[src/sv/cmt_pkg.sv]
`timescale 1ns / 1ps
// shared types and constants of the congruence merge table
package cmt_pkg;

    // width of one arithmetic word and of an iteration counter over it
    localparam int WORD  = 64;
    localparam int CNT_W = $clog2(WORD);

    localparam logic [63:0] TOP_BIT = 64'h8000_0000_0000_0000;
    localparam logic [63:0] INT_MAX = 64'h7FFF_FFFF_FFFF_FFFF;

    typedef enum logic [2:0] {
        ST_IGNORED = 3'd0,
        ST_FIRST   = 3'd1,
        ST_CHANGED = 3'd2,
        ST_SAME    = 3'd3,
        ST_CONTRA  = 3'd4,
        ST_LCM_OVF = 3'd5,
        ST_NO_INV  = 3'd6
    } t_status;

    typedef enum logic [1:0] {
        K_OOB,
        K_IGN,
        K_WORK
    } t_kind;

    typedef struct packed {
        logic [5:0]         var_slot;
        logic signed [63:0] new_modulus;
        logic signed [63:0] new_residue;
    } t_cmd;

    typedef struct packed {
        t_status     status;
        logic [62:0] stored_modulus;
        logic [62:0] stored_residue;
        logic        contradiction;
    } t_result;

    typedef struct packed {
        t_kind kind;
        t_cmd  cmd;
    } t_qent;

    typedef struct packed {
        logic clearing;
        logic take;
    } t_back_stat;

    typedef enum logic [4:0] {
        S_CLEAR,
        S_IDLE,
        S_CLS,
        S_RED,
        S_GCD,
        S_CHK,
        S_RDC,
        S_OVF,
        S_STP,
        S_NM,
        S_DG,
        S_DGR,
        S_INV0,
        S_INVD,
        S_INVM,
        S_K,
        S_MRG,
        S_OUT
    } t_bstate;

endpackage

[src/sv/cmt_front.sv]
`timescale 1ns / 1ps
// command intake: classify words and queue them for the merge engine
module cmt_front #(
    parameter int NUM_SLOTS = 64
) (
    input  logic                 i_clk,
    input  logic                 i_rst_n,
    input  logic                 i_start,
    input  cmt_pkg::t_cmd        i_cmd,
    output logic                 o_busy,
    input  cmt_pkg::t_back_stat  i_stat,
    output logic                 o_valid,
    output cmt_pkg::t_qent       o_ent
);

    cmt_pkg::t_qent r_q [2];
    logic           r_wp;
    logic           r_rp;
    logic [1:0]     r_cnt;
    logic           push;
    logic           pop;
    cmt_pkg::t_kind kind;

    // classify the incoming word
    always_comb begin
        priority if (32'(i_cmd.var_slot) >= 32'(NUM_SLOTS)) begin
            kind = cmt_pkg::K_OOB;
        end else if (i_cmd.new_modulus[63] || (i_cmd.new_modulus == 64'sd0)) begin
            kind = cmt_pkg::K_IGN;
        end else begin
            kind = cmt_pkg::K_WORK;
        end
    end

    // handshake
    assign o_busy  = r_cnt[1] | i_stat.clearing;
    assign o_valid = (r_cnt != 2'd0);
    assign push    = i_start & ~o_busy;
    assign pop     = i_stat.take & o_valid;
    assign o_ent   = r_q[r_rp];

    // queue pointers
    always_ff @(posedge i_clk) begin
        if (!i_rst_n) begin
            r_wp  <= 1'b0;
            r_rp  <= 1'b0;
            r_cnt <= 2'd0;
        end else begin
            if (push) begin
                r_wp <= ~r_wp;
            end
            if (pop) begin
                r_rp <= ~r_rp;
            end
            unique case ({push, pop})
                2'b10:   r_cnt <= r_cnt + 2'd1;
                2'b01:   r_cnt <= r_cnt - 2'd1;
                default: r_cnt <= r_cnt;
            endcase
        end
    end

    // queue storage
    always_ff @(posedge i_clk) begin
        if (push) begin
            r_q[r_wp] <= '{kind: kind, cmd: i_cmd};
        end
    end

endmodule

[config.mk]
export PLATFORM = sky130hd
export DESIGN_NAME = cmt_front
export DESIGN_NICKNAME = d
export VERILOG_FILES = /design/src/sv/cmt_pkg.sv /design/src/sv/cmt_front.sv
export SDC_FILE = /design/constraint.sdc
export NUM_CORES = 1
export LEC_CHECK = 0
export ABC_AREA = 1
export BUFFER_PORTS_ARGS = -buffer_cell sky130_fd_sc_hd__buf_2
export CORE_MARGIN = 1.5
export CORE_UTILIZATION = 52
export DETAILED_ROUTE_END_ITERATION = 8
export PLACE_DENSITY_LB_ADDON = 0.15
export SLEW_MARGIN = 25
export SYNTH_ARGS = -nofsm -noshare
export SYNTH_HDL_FRONTEND = slang
export SYNTH_SLANG_ARGS = --single-unit
[constraint.sdc]
create_clock -name i_clk -period 10.4 [get_ports i_clk]
set_input_delay 1.56 -clock i_clk [delete_from_list [all_inputs] [get_ports i_clk]]
set_output_delay 1.56 -clock i_clk [all_outputs]
set_load 0.05 [all_outputs]
==> results of run 1 <==
==> layout make-up <==
cell class | instances | area, um2 | share of cell area
Sequential cell | 277 | 8270 | 0.631
Multi-Input combinational cell | 219 | 2030 | 0.155
Timing Repair Buffer | 281 | 1420 | 0.108
Clock buffer | 31 | 733 | 0.0560
Tap cell | 265 | 332 | 0.0253
Clock inverter | 21 | 280 | 0.0214
Inverter | 6 | 22.5 | 0.00172
Antenna cell | 5 | 12.5 | 0.000955
==> final timing paths <==
kind                                             from  cells after the start  slack [ns]              endpoint
worst max-delay path                         register                      3        5.68             o_ent[15]
worst min-delay path                r_rp$_SDFFE_PN0P_                      1        0.46              register
worst max register to register  r_cnt[1]$_SDFFE_PN0P_                      4        7.75  r_q[0][20]$_DFFE_PP_
worst min register to register      r_rp$_SDFFE_PN0P_                      1        0.46              register
==> power groups by stage <==
stage / clock network, mW / registers [mW] / logic (mW)
2_1_floorplan: 0 / 1.33 / 0.431
4_1_cts: 1.11 / 1.32 / 0.535
3_5_place_dp: 0 / 1.34 / 0.534
3_3_place_gp: 0 / 1.34 / 0.527
5_1_grt: 1.15 / 1.32 / 0.556
6_report: 1.08 / 1.32 / 0.530
==> sequential cells by signal, summed over array words and instances, names as in the netlist, named ones only <==
register	cells
r_rp	1
r_cnt	2
r_q	272
r_wp	1
==> stage by stage <==
| step | cell area (um2) | power [mW] | setup WS [ns] | cells |
|---|---|---|---|---|
| after CTS | 13100 | 2.96 | 5.61 | 1100 |
| after detailed placement | 12100 | 1.87 | 6.18 | 1048 |
| final | 13100 | 2.93 | 5.68 | 1105 |
| after global routing | 13100 | 3.02 | 5.48 | 1104 |
| after global placement | 12100 | 1.86 | 6.25 | 1048 |
| after floorplan | 10400 | 1.76 | 2.34 | 517 |
==> metal layers <==
layer	part of all wire	up-vias	GRT usage
met4	0.035	4	0.0728
li1	-	2592	-
met3	0.084	48	0.0636
met2	0.50	220	0.326
met5	0.0011	-	0
met1	0.38	2708	0.215
==> placed cells by master, fill, tap and decap left out <==
| master | instances |
|---|---|
| a21oi_1 | 7 |
| buf_2 | 276 |
| buf_4 | 5 |
| bufinv_16 | 7 |
| clkbuf_1 | 2 |
| clkbuf_16 | 29 |
| clkinv_1 | 5 |
| clkinv_2 | 8 |
| dfxtp_1 | 4 |
| dfxtp_4 | 1 |
| diode_2 | 5 |
| edfxtp_1 | 272 |
| ha_1 | 1 |
| inv_1 | 6 |
| inv_8 | 1 |
| mux2_2 | 96 |
| mux2_4 | 40 |
| nand2_1 | 25 |
| nand3_1 | 1 |
| nor2_1 | 42 |
| nor2_4 | 2 |
| o21ai_0 | 5 |
==> cells by family (layout without fill, tap and decap cells) <==
group	after synthesis	in the layout	share of synthesized area
compound gates	12	12	0.00576
mux	136	136	0.161
flops	277	277	0.793
other cells	0	5	0
buf+inv	21	339	0.0130
fa+ha+maj	1	1	0.00120
simple gates	70	70	0.0253
==> worst register-to-register path, delay by kind of cell, from the launching register on <==
family / cells / cell delay [ns]
flip-flops: 1 / 0.30
buffers and inverters: 2 / 0.96
AND/OR/NAND/NOR: 2 / 0.93
==> results by group, run 1 <==
Timing
  – Hold_ws: 0.464 ns
  – Unrepaired setup endpoints after global routing: no
  – Setup TNS: 0 ns
  – Slew margin rel.: 0.317
  – Final setup fails: 0
  – Max Slew Vio Count: 0
  – FMAX: between 200 and 250 MHz
  – Period utilization: 0.454
  – Endpoints failing hold: 0
  – Worst-Margin Slew: between 1 and 1.5 ns
  – Post-layout min period: ~4.7 ns
  – Final Skew: about 0.0063 ns

Yosys
  – Synthesized area per cell: slightly above 20 um2
  – Top cells by count, synth: edfxtp_1 (272), mux2_2 (96), nor2_1 (44)
  – Post-synth EDFFs: 272
  – Mapped Area: 10,400 um2
  – Post-synth top area cell: edfxtp_1
  – Post-Synthesis Cells: around 520
  – Synth Flop Type: edfxtp_1
  – Top-count cell post-synth: edfxtp_1
  – Synthesis-stage register bit count: approximately 280
  – Post-synth cell types: 13
  – Sequential-to-total area share from yosys stat: 0.793
  – Synth Warn #: 0
  – Share of the synthesized area in the top cell type: 0.784
  – Post-Syn Nets: between 600 and 700
  – Async S/R FF share, synth: 0
  – Ranking of synthesized cells by area: edfxtp_1 (78%), mux2_2 (10%), mux2_4 (5.8%)

Detailed routing
  – Vias: roughly 5,600
  – Number of vias per cell: between 5 and 6
  – Detail Route Antenna Nets: 0
  – DR DRC count: 0
  – Post-Route WL: 20.3 mm
  – Iter 0 DRT Violations: around 210
  – Wire length per cell: 18.3 um
  – DRT Pass-1 Iters: 4

Floorplanning
  – Starting Density: 0.532
  – I/O pin cnt: roughly 280
  – Die footprint: around 21,000 um2
  – Die span in x: between 100 and 150 um
  – Die Span Y: around 140 um
  – Core footprint: roughly 20,000 um2
  – # rows: 51

Pwr
  – Sequential power share: 0.449
  – Internal power: roughly 2.1 mW
  – Max VDD drop: ~0.15 mV
  – Comb power frac: 0.181
  – Leakage: about 4.9 nW
  – Net Switching: about 0.80 mW
  – Clock network fraction of design power: 0.370
  – Switching Fraction: 0.274
  – PwrDens: 223 nW/um2

Clock network
  – CTS tree: built
  – Worst-path clk slew: approximately 0.060 ns
  – Clock Path Buffers: 3
  – Cts hold-fix bufs: 0
  – Clk Latency, worst-skew pair: approximately 0.52 ns
  – Num Clock Sinks: about 280
  – Setup Buffers After CTS: 0
  – Post-CTS Resized: 0
  – Cts bufs inserted: 28
  – Clock Root Buffer: clkbuf_16
  – H-tree depth: 1

Setup path
  – Max incr delay on CP: approximately 1 ns
  – Critical path buffer and inverter count: 2
  – Maximum net fanout on the critical path: between 70 and 80
  – WS Path Type: register to primary output
  – Critical Path RT: approximately 8.8 ns
  – Worst path top cell family by delay: buffers and inverters
  – Crit-path cells: buf_4 -> mux2_2 -> buf_2
  – Critical Path AT: 3.16 ns
  – Slowest CP cell: dfxtp_4
  – CP endpoint kind: primary output
  – Crit path launch type: register

GRT
  – Largest net degree at the start of global routing: 75
  – Vias in the first global route: between 5,000 and 6,000
  – GRT Util Overall: 0.188
  – Total grt overflow: 0
  – Initial antenna violation count: 7
  – First-pass GRT wire length: roughly 30 mm

Placed design
  – Port bufs: about 280
  – RD Place Congestion: between 0.7 and 0.8
  – HPWL after detailed placement: between 10 and 15 mm

Run
  – MaxCap Viol Count: 0

Cells and area
  – Util after Layout: 0.669
  – Nets: ~950
  – Area added between synthesis and finish: 25.7%
  – Layout cells sized above 1: 0.557
  – Fill count: about 1,400

Worst hold path
  – Worst Hold Class: register to register

Outcome
  – Status: complete, no violations
(Power assumes the default switching activity.)
==> run 2, diff against run 1 <==
--- a/config.mk
+++ b/config.mk
@@ -5,7 +5,7 @@
 export SDC_FILE = /design/constraint.sdc
 export NUM_CORES = 1
 export LEC_CHECK = 0
-export ABC_AREA = 1
+export ABC_AREA = 0
 export BUFFER_PORTS_ARGS = -buffer_cell sky130_fd_sc_hd__buf_2
 export CORE_MARGIN = 1.5
 export CORE_UTILIZATION = 52
==> constraint.sdc (replaced) <==
create_clock -name i_clk -period 4.67 [get_ports i_clk]
set_input_delay 0.7005 -clock i_clk [delete_from_list [all_inputs] [get_ports i_clk]]
set_output_delay 0.7005 -clock i_clk [all_outputs]
set_load 0.05 [all_outputs]
==> run 2 against run 1 <==
  * Via count shrank 3.1%
  * Critical path depth is the same
  * Core utilization shrank 0.98 points
  * Global-route usage grew 0.19 points
  * Register-to-register slack lost 5.4 ns
  * Worst setup slack lost 4.4 ns
  * Largest power group unchanged
==> results by group, run 2 <==
Clock network
  – Post-CTS Resized: 0 (unchanged)
  – H-tree depth: 1 (unchanged)
  – Cts bufs inserted: 28 (unchanged)
  – Cts hold-fix bufs: 0 (unchanged)
  – Clock Path Buffers: 3 (unchanged)
  – Clk Latency, worst-skew pair: 0.52 ns (about the same)
  – Setup Buffers After CTS: 0 (unchanged)
  – CTS tree: built
  – Clock Root Buffer: clkbuf_16
  – Num Clock Sinks: 277 (unchanged)
  – Worst-path clk slew: 0.06 ns (about the same)

GRT
  – GRT Util Overall: 0.190 (+0.00189)
  – Initial antenna violation count: 6 (-1)
  – Largest net degree at the start of global routing: 69 (-8.0%)
  – Total grt overflow: 0 (unchanged)
  – Vias in the first global route: 5,484 (-4.7%)
  – First-pass GRT wire length: 29.5 mm (+0.71%)

Yosys
  – Post-Syn Nets: 610 (-7.2%)
  – Post-Synthesis Cells: 470 (-9.1%)
  – Post-synth EDFFs: 272 (unchanged)
  – Synthesized area per cell: 21.7 um2 (+7.6%)
  – Sequential-to-total area share from yosys stat: 0.811 (+0.0180)
  – Async S/R FF share, synth: 0 (unchanged)
  – Ranking of synthesized cells by area: edfxtp_1 (80%), mux2_2 (15%), dfxtp_1 (0.98%)
  – Synth Warn #: 0 (unchanged)
  – Share of the synthesized area in the top cell type: 0.802 (+0.0178)
  – Top cells by count, synth: edfxtp_1 (272), mux2_2 (136), nor4_1 (15)
  – Post-synth top area cell: edfxtp_1
  – Mapped Area: 10,200 um2 (-2.2%)
  – Synthesis-stage register bit count: 277 (unchanged)
  – Top-count cell post-synth: edfxtp_1
  – Synth Flop Type: edfxtp_1
  – Post-synth cell types: 24 (+11)

Detailed routing
  – Post-Route WL: 20.1 mm (-0.98%)
  – Iter 0 DRT Violations: 246 (+18%)
  – Detail Route Antenna Nets: 0 (unchanged)
  – Number of vias per cell: 5.10 (+1.2%)
  – Wire length per cell: 19.0 um (+3.4%)
  – Vias: 5,401 (-3.1%)
  – DRT Pass-1 Iters: 4 (unchanged)
  – DR DRC count: 0 (unchanged)

Setup path
  – Crit-path cells: buf_4 -> mux2_2 -> buf_2
  – Max incr delay on CP: 0.94 ns (-0.07 ns)
  – Crit path launch type: register
  – Worst path top cell family by delay: flip-flops
  – WS Path Type: register to primary output
  – Critical Path RT: 3.97 ns (-4.87 ns)
  – Slowest CP cell: dfxtp_4
  – Critical path buffer and inverter count: 2 (unchanged)
  – Maximum net fanout on the critical path: 67 (-6.9%)
  – CP endpoint kind: primary output
  – Critical Path AT: 2.64 ns (-0.52 ns)

Timing
  – Final setup fails: 0 (unchanged)
  – Post-layout min period: between 3 and 4 ns
  – FMAX: between 200 and 300 MHz
  – Endpoints failing hold: 0 (unchanged)
  – Max Slew Vio Count: 0 (unchanged)
  – Worst-Margin Slew: 0.923 ns (-0.102 ns)
  – Setup TNS: 0 ns (unchanged)
  – Hold_ws: 0.369 ns (-0.0949 ns)
  – Period utilization: 0.716
  – Unrepaired setup endpoints after global routing: no
  – Slew margin rel.: 0.385 (+0.0679)
  – Final Skew: 0.0116 ns (+0.00530 ns)

Floorplanning
  – Core footprint: 19,300 um2 (-1.3%)
  – Die footprint: 20,400 um2 (-2.2%)
  – # rows: 51 (unchanged)
  – I/O pin cnt: 277 (unchanged)
  – Die span in x: 143 um (-1.1%)
  – Die Span Y: 143 um (-1.1%)
  – Starting Density: 0.527 (-0.00495)

Placed design
  – Port bufs: 276 (unchanged)
  – HPWL after detailed placement: 13.5 mm (-0.11%)
  – Post-DP Area: 11,900 um2 (-1.5%)
  – RD Place Congestion: 0.769 (+2.9%)

Pwr
  – PwrDens: 561 nW/um2 (+150%)
  – Leakage: 4.63 nW (-6.2%)
  – Max VDD drop: 0.429 mV (+190%)

Cells and area
  – Largest regs: r_q x272, r_cnt x2
  – Max reg flops: 272 (unchanged)
  – Final Instance Area: 12,700 um2 (-2.7%)
  – Most common cell after layout, fill and taps aside: buf_2
  – Layout cells sized above 1: 0.586 (+0.0287)
  – Area added between synthesis and finish: 25.1%
  – Most flops, register: r_q
  – Leading cell types in the layout, fill and taps excluded: buf_2 (276), edfxtp_1 (272), mux2_2 (136)
  – Fill count: 1,389 (+1.1%)
  – Nets: 908 (-4.7%)

Outcome
  – Status: complete, no violations

Worst hold path
  – Worst Hold Class: input pin to register

Run
  – MaxCap Viol Count: 0 (unchanged)
-- run 2: cell types whose count changed in the layout (fill, tap and decap cells not counted), sizes merged, moves of 3 or more --
cell / delta
bufinv: -7
nand4: +4
o21ai: -4
clkbuf: +12
a21oi: -7
inv: -5
nor2: -42
nand2: -25
xnor2: +3
clkinv: -6
nor4: +16
-- run 2: worst paths after layout --
| path | end | slack [ns] | from | cells past startpoint |
|---|---|---|---|---|
| worst min-delay path | r_q[1][6]$_DFFE_PP_ | 0.37 | i_cmd[6] | 1 |
| worst max register to register | r_q[0][37]$_DFFE_PP_ | 2.37 | r_cnt[1]$_SDFFE_PN0P_ | 3 |
| worst min register to register | register | 0.53 | r_rp$_SDFFE_PN0P_ | 2 |
| worst max-delay path | o_ent[1] | 1.33 | register | 3 |
-- run 2: kinds of logic after synthesis --
| logic type | count (synthesis) | synth area share |
|---|---|---|
| AND/OR/NAND/NOR | 30 | 0.0190 |
| multiplexers | 136 | 0.150 |
| buffers and inverters | 17 | 0.0108 |
| flip-flops | 277 | 0.811 |
| XOR/XNOR | 3 | 0.00258 |
| AO/OA/AOI/OAI | 6 | 0.00467 |
| adder cells (fa/ha/maj) | 1 | 0.00123 |
-- run 2: report_power, final --
| part | internal [mW] | switching (mW) | leakage (nW) |
|---|---|---|---|
| registers | 2.91 | 0.115 | 2.54 |
| logic | 0.611 | 1.49 | 1.69 |
| clock network | 1.17 | 0.848 | 0.406 |
-- run 2: layout make-up --
cell class	instances	area (um2)	share of cell area
Sequential cell	277	8270	0.649
Multi-Input combinational cell	176	1830	0.143
Timing Repair Buffer	283	1460	0.114
Clock buffer	43	798	0.0626
Tap cell	265	332	0.0260
Clock inverter	8	38.8	0.00304
Antenna cell	4	10.0	0.000785
Inverter	2	7.51	0.000589
-- run 2: worst reg2reg max path, delay by kind of cell, from the launching register on --
| family | cells | cell delay, ns |
|---|---|---|
| simple gates | 2 | 1.17 |
| flops | 1 | 0.35 |
| buf+inv | 1 | 0.41 |
-- run 2: per-stage QoR --
step	util	instances	setup WS [ns]	power (mW)
after floorplan	-	470	1.11	4.73
after global placement	0.615	1003	1.87	5.17
after detailed placement	0.615	1003	1.82	5.20
after CTS	0.659	1054	1.27	7.23
after global routing	0.659	1057	1.19	7.41
final	0.659	1058	1.33	7.15
-- run 2: layer usage --
metal  GRT usage  vias to the layer above  part of all wire
met5           0                        -           0.00080
met4      0.0537                        4             0.023
met3      0.0671                       39             0.097
met2       0.320                      222              0.49
met1       0.232                     2639              0.39
li1            -                     2497                 -
==> run 3, diff against run 2 <==
==> constraint.sdc (replaced) <==
create_clock -name i_clk -period 3.2 [get_ports i_clk]
set_input_delay 0.48 -clock i_clk [delete_from_list [all_inputs] [get_ports i_clk]]
set_output_delay 0.48 -clock i_clk [all_outputs]
set_load 0.05 [all_outputs]
==> run 3 against run 2 <==
  * Sequential share of layout area down 0.63 points
  * Critical path depth unchanged
  * Sequential power up 45%
  * Clock power up 57%
  * Non-clock buffer count up 3
  * Via count down 1.1%
  * Core utilization up 0.65 points
  * Wire length up 0.27%
  * Critical endpoint is now o_ent[110]
  * Highest routed layer unchanged
==> results by group, run 3 (synthesis gave the netlist of run 2 again) <==
Clock network
  – H-tree depth: 1 (unchanged)
  – Num Clock Sinks: 277 (unchanged)
  – CTS tree: built
  – Cts bufs inserted: 28 (unchanged)
  – Setup Buffers After CTS: 0 (unchanged)
  – Clock Path Buffers: 3 (unchanged)
  – Clk Latency, worst-skew pair: 0.53 ns (about the same)
  – Cts hold-fix bufs: 0 (unchanged)
  – Clock Root Buffer: clkbuf_16
  – Worst-path clk slew: 0.06 ns (about the same)
  – Post-CTS Resized: 0 (unchanged)

Cells and area
  – Layout cells sized above 1: 0.593 (+0.00713)
  – Nets: 911 (+0.33%)
  – Area added between synthesis and finish: 26.3%
  – Final Instance Area: 12,900 um2 (+0.98%)
  – Largest regs: r_q x272, r_cnt x2
  – Most flops, register: r_q
  – Util after Layout: 0.666 (+0.00647)
  – Max reg flops: 272 (unchanged)
  – Most common cell after layout, fill and taps aside: buf_2
  – Fill count: 1,385 (-0.29%)
  – Leading cell types in the layout, fill and taps excluded: buf_2 (276), edfxtp_1 (272), mux2_2 (136)

GRT
  – Initial antenna violation count: 3 (-3)
  – Largest net degree at the start of global routing: 116 (+68%)
  – Vias in the first global route: 5,576 (+1.7%)
  – GRT Util Overall: 0.192 (+0.00239)
  – First-pass GRT wire length: 30.0 mm (+1.5%)
  – Total grt overflow: 0 (unchanged)

Timing
  – Final setup fails: 0 (unchanged)
  – Final Skew: 0.00445 ns (-0.00718 ns)
  – Max Slew Vio Count: 0 (unchanged)
  – Endpoints failing hold: 0 (unchanged)
  – Period utilization: 0.840
  – Worst-Margin Slew: 0.878 ns (-0.0453 ns)
  – Post-layout min period: 2.69 ns
  – Unrepaired setup endpoints after global routing: no
  – Slew margin rel.: 0.409 (+0.0248)
  – FMAX: 372 MHz
  – Setup TNS: 0 ns (unchanged)
  – Fin worst setup slack: 0.513 ns (-0.812 ns)

Detailed routing
  – DR DRC count: 0 (unchanged)
  – Detail Route Antenna Nets: 0 (unchanged)
  – Number of vias per cell: 5.04 (-1.2%)
  – DRT Pass-1 Iters: 4 (unchanged)
  – Iter 0 DRT Violations: 314 (+28%)
  – Post-Route WL: 20.1 mm (+0.27%)
  – Wire length per cell: 19.0 um (+0.17%)
  – Vias: 5,339 (-1.1%)

Pwr
  – Sequential power share: 0.410 (-0.014)
  – Pwr Total: 10.7 mW (+50%)
  – Leakage: 4.69 nW (+1.2%)
  – Net Switching: 3.63 mW (+48%)
  – Clock network fraction of design power: 0.297 (+0.015)
  – Comb power frac: 0.294 (about the same)
  – Internal power: 7.07 mW (+51%)
  – Switching Fraction: 0.339 (-0.00416)
  – Max VDD drop: 0.622 mV (+45%)
  – PwrDens: 831 nW/um2 (+48%)

Setup path
  – Critical Path RT: 2.72 ns (-1.25 ns)
  – Cells on worst reg2reg path: 3 (unchanged)
  – Reg-to-reg critical path endpoint: r_q[0][27]$_DFFE_PP_
  – Worst reg2reg startpoint: r_cnt[1]$_SDFFE_PN0P_
  – Critical Path AT: 2.21 ns (-0.43 ns)
  – Crit-path cells: buf_4 -> mux2_2 -> buf_2
  – WS Path Type: register to primary output
  – Max incr delay on CP: 0.72 ns (-0.22 ns)
  – Crit path launch type: register
  – CP endpoint kind: primary output
  – FF-to-FF setup slack: 1.25 ns (-1.12 ns)
  – Worst path top cell family by delay: flip-flops
  – Slowest CP cell: dfxtp_4
  – Critical path buffer and inverter count: 2 (unchanged)
  – Maximum net fanout on the critical path: 42 (-37%)

Run
  – MaxCap Viol Count: 0 (unchanged)

Floorplanning
  – I/O pin cnt: 277 (unchanged)
  – Die Span Y: 143 um (unchanged)
  – Die span in x: 143 um (unchanged)
  – Die footprint: 20,400 um2 (unchanged)
  – Starting Density: 0.527 (unchanged)
  – Core footprint: 19,300 um2 (unchanged)
  – # rows: 51 (unchanged)

Worst hold path
  – Hold path depth: 1 (unchanged)
  – Hold Crit Endpoint: r_q[1][3]$_DFFE_PP_
  – Worst Hold Class: input pin to register
  – HP Start: i_cmd[3]

Placed design
  – RD Place Congestion: 0.775 (+0.72%)
  – Post-DP Area: 12,000 um2 (+0.51%)
  – Post-Place Worst Slack: 0.555 ns (-1.26 ns)
  – Port bufs: 276 (unchanged)
  – HPWL after detailed placement: 13.5 mm (-0.44%)

Outcome
  – Status: complete, no violations
## run 3: final cells by class
type,count,area [um2],area share
flip-flops and latches,277,8270,0.643
clock buffers,35,748,0.0581
inverters,2,7.51,0.000583
repair buffers,286,1520,0.118
well taps,265,332,0.0258
multi-input cells,176,1830,0.142
diodes,1,2.50,0.000194
clock inverters,17,161,0.0125
## run 3: routing by layer
layer	global-route usage	share of wire
met1	0.234	0.39
met2	0.322	0.49
met3	0.0654	0.092
met4	0.0624	0.022
met5	0	0.0013
## run 3: how the worst max path moves through the flow
stage                     startpoint  cells past startpoint  slack, ns               endpoint
after floorplan            i_stat[1]                      2      -0.14    r_q[0][0]$_DFFE_PP_
after global placement     i_cmd[73]                      4       0.72  r_q[0][134]$_DFFE_PP_
after detailed placement   i_cmd[73]                      4       0.55  r_q[0][134]$_DFFE_PP_
after CTS                   register                      3       0.45             o_ent[110]
after global routing        register                      3       0.37             o_ent[106]
final                       register                      3       0.51             o_ent[110]
## run 3: worst register-to-register path, stage by stage, from the launching register on
cell,delay [ns]
dfxtp_1,0.35
or3b_4,0.45
nor2_4,0.33
buf_12,0.39
## run 3: power by group through the flow
stage               Clock (mW)  Sequential (mW)  Combinational [mW]
floorplan                    0             4.38                2.53
finish                    3.17             4.38                3.14
detailed placement           0             4.46                3.15
global route              3.39             4.41                3.29
global placement             0             4.45                3.12
CTS                       3.26             4.39                3.17
## run 3: through the flow
stage | cells | hold slack, ns
final | 1059 | 0.143
after global routing | 1059 | 0.112
after CTS | 1058 | 0.117
after detailed placement | 1006 | 0.533
after global placement | 1006 | 0.520
after floorplan | 470 | 0.494
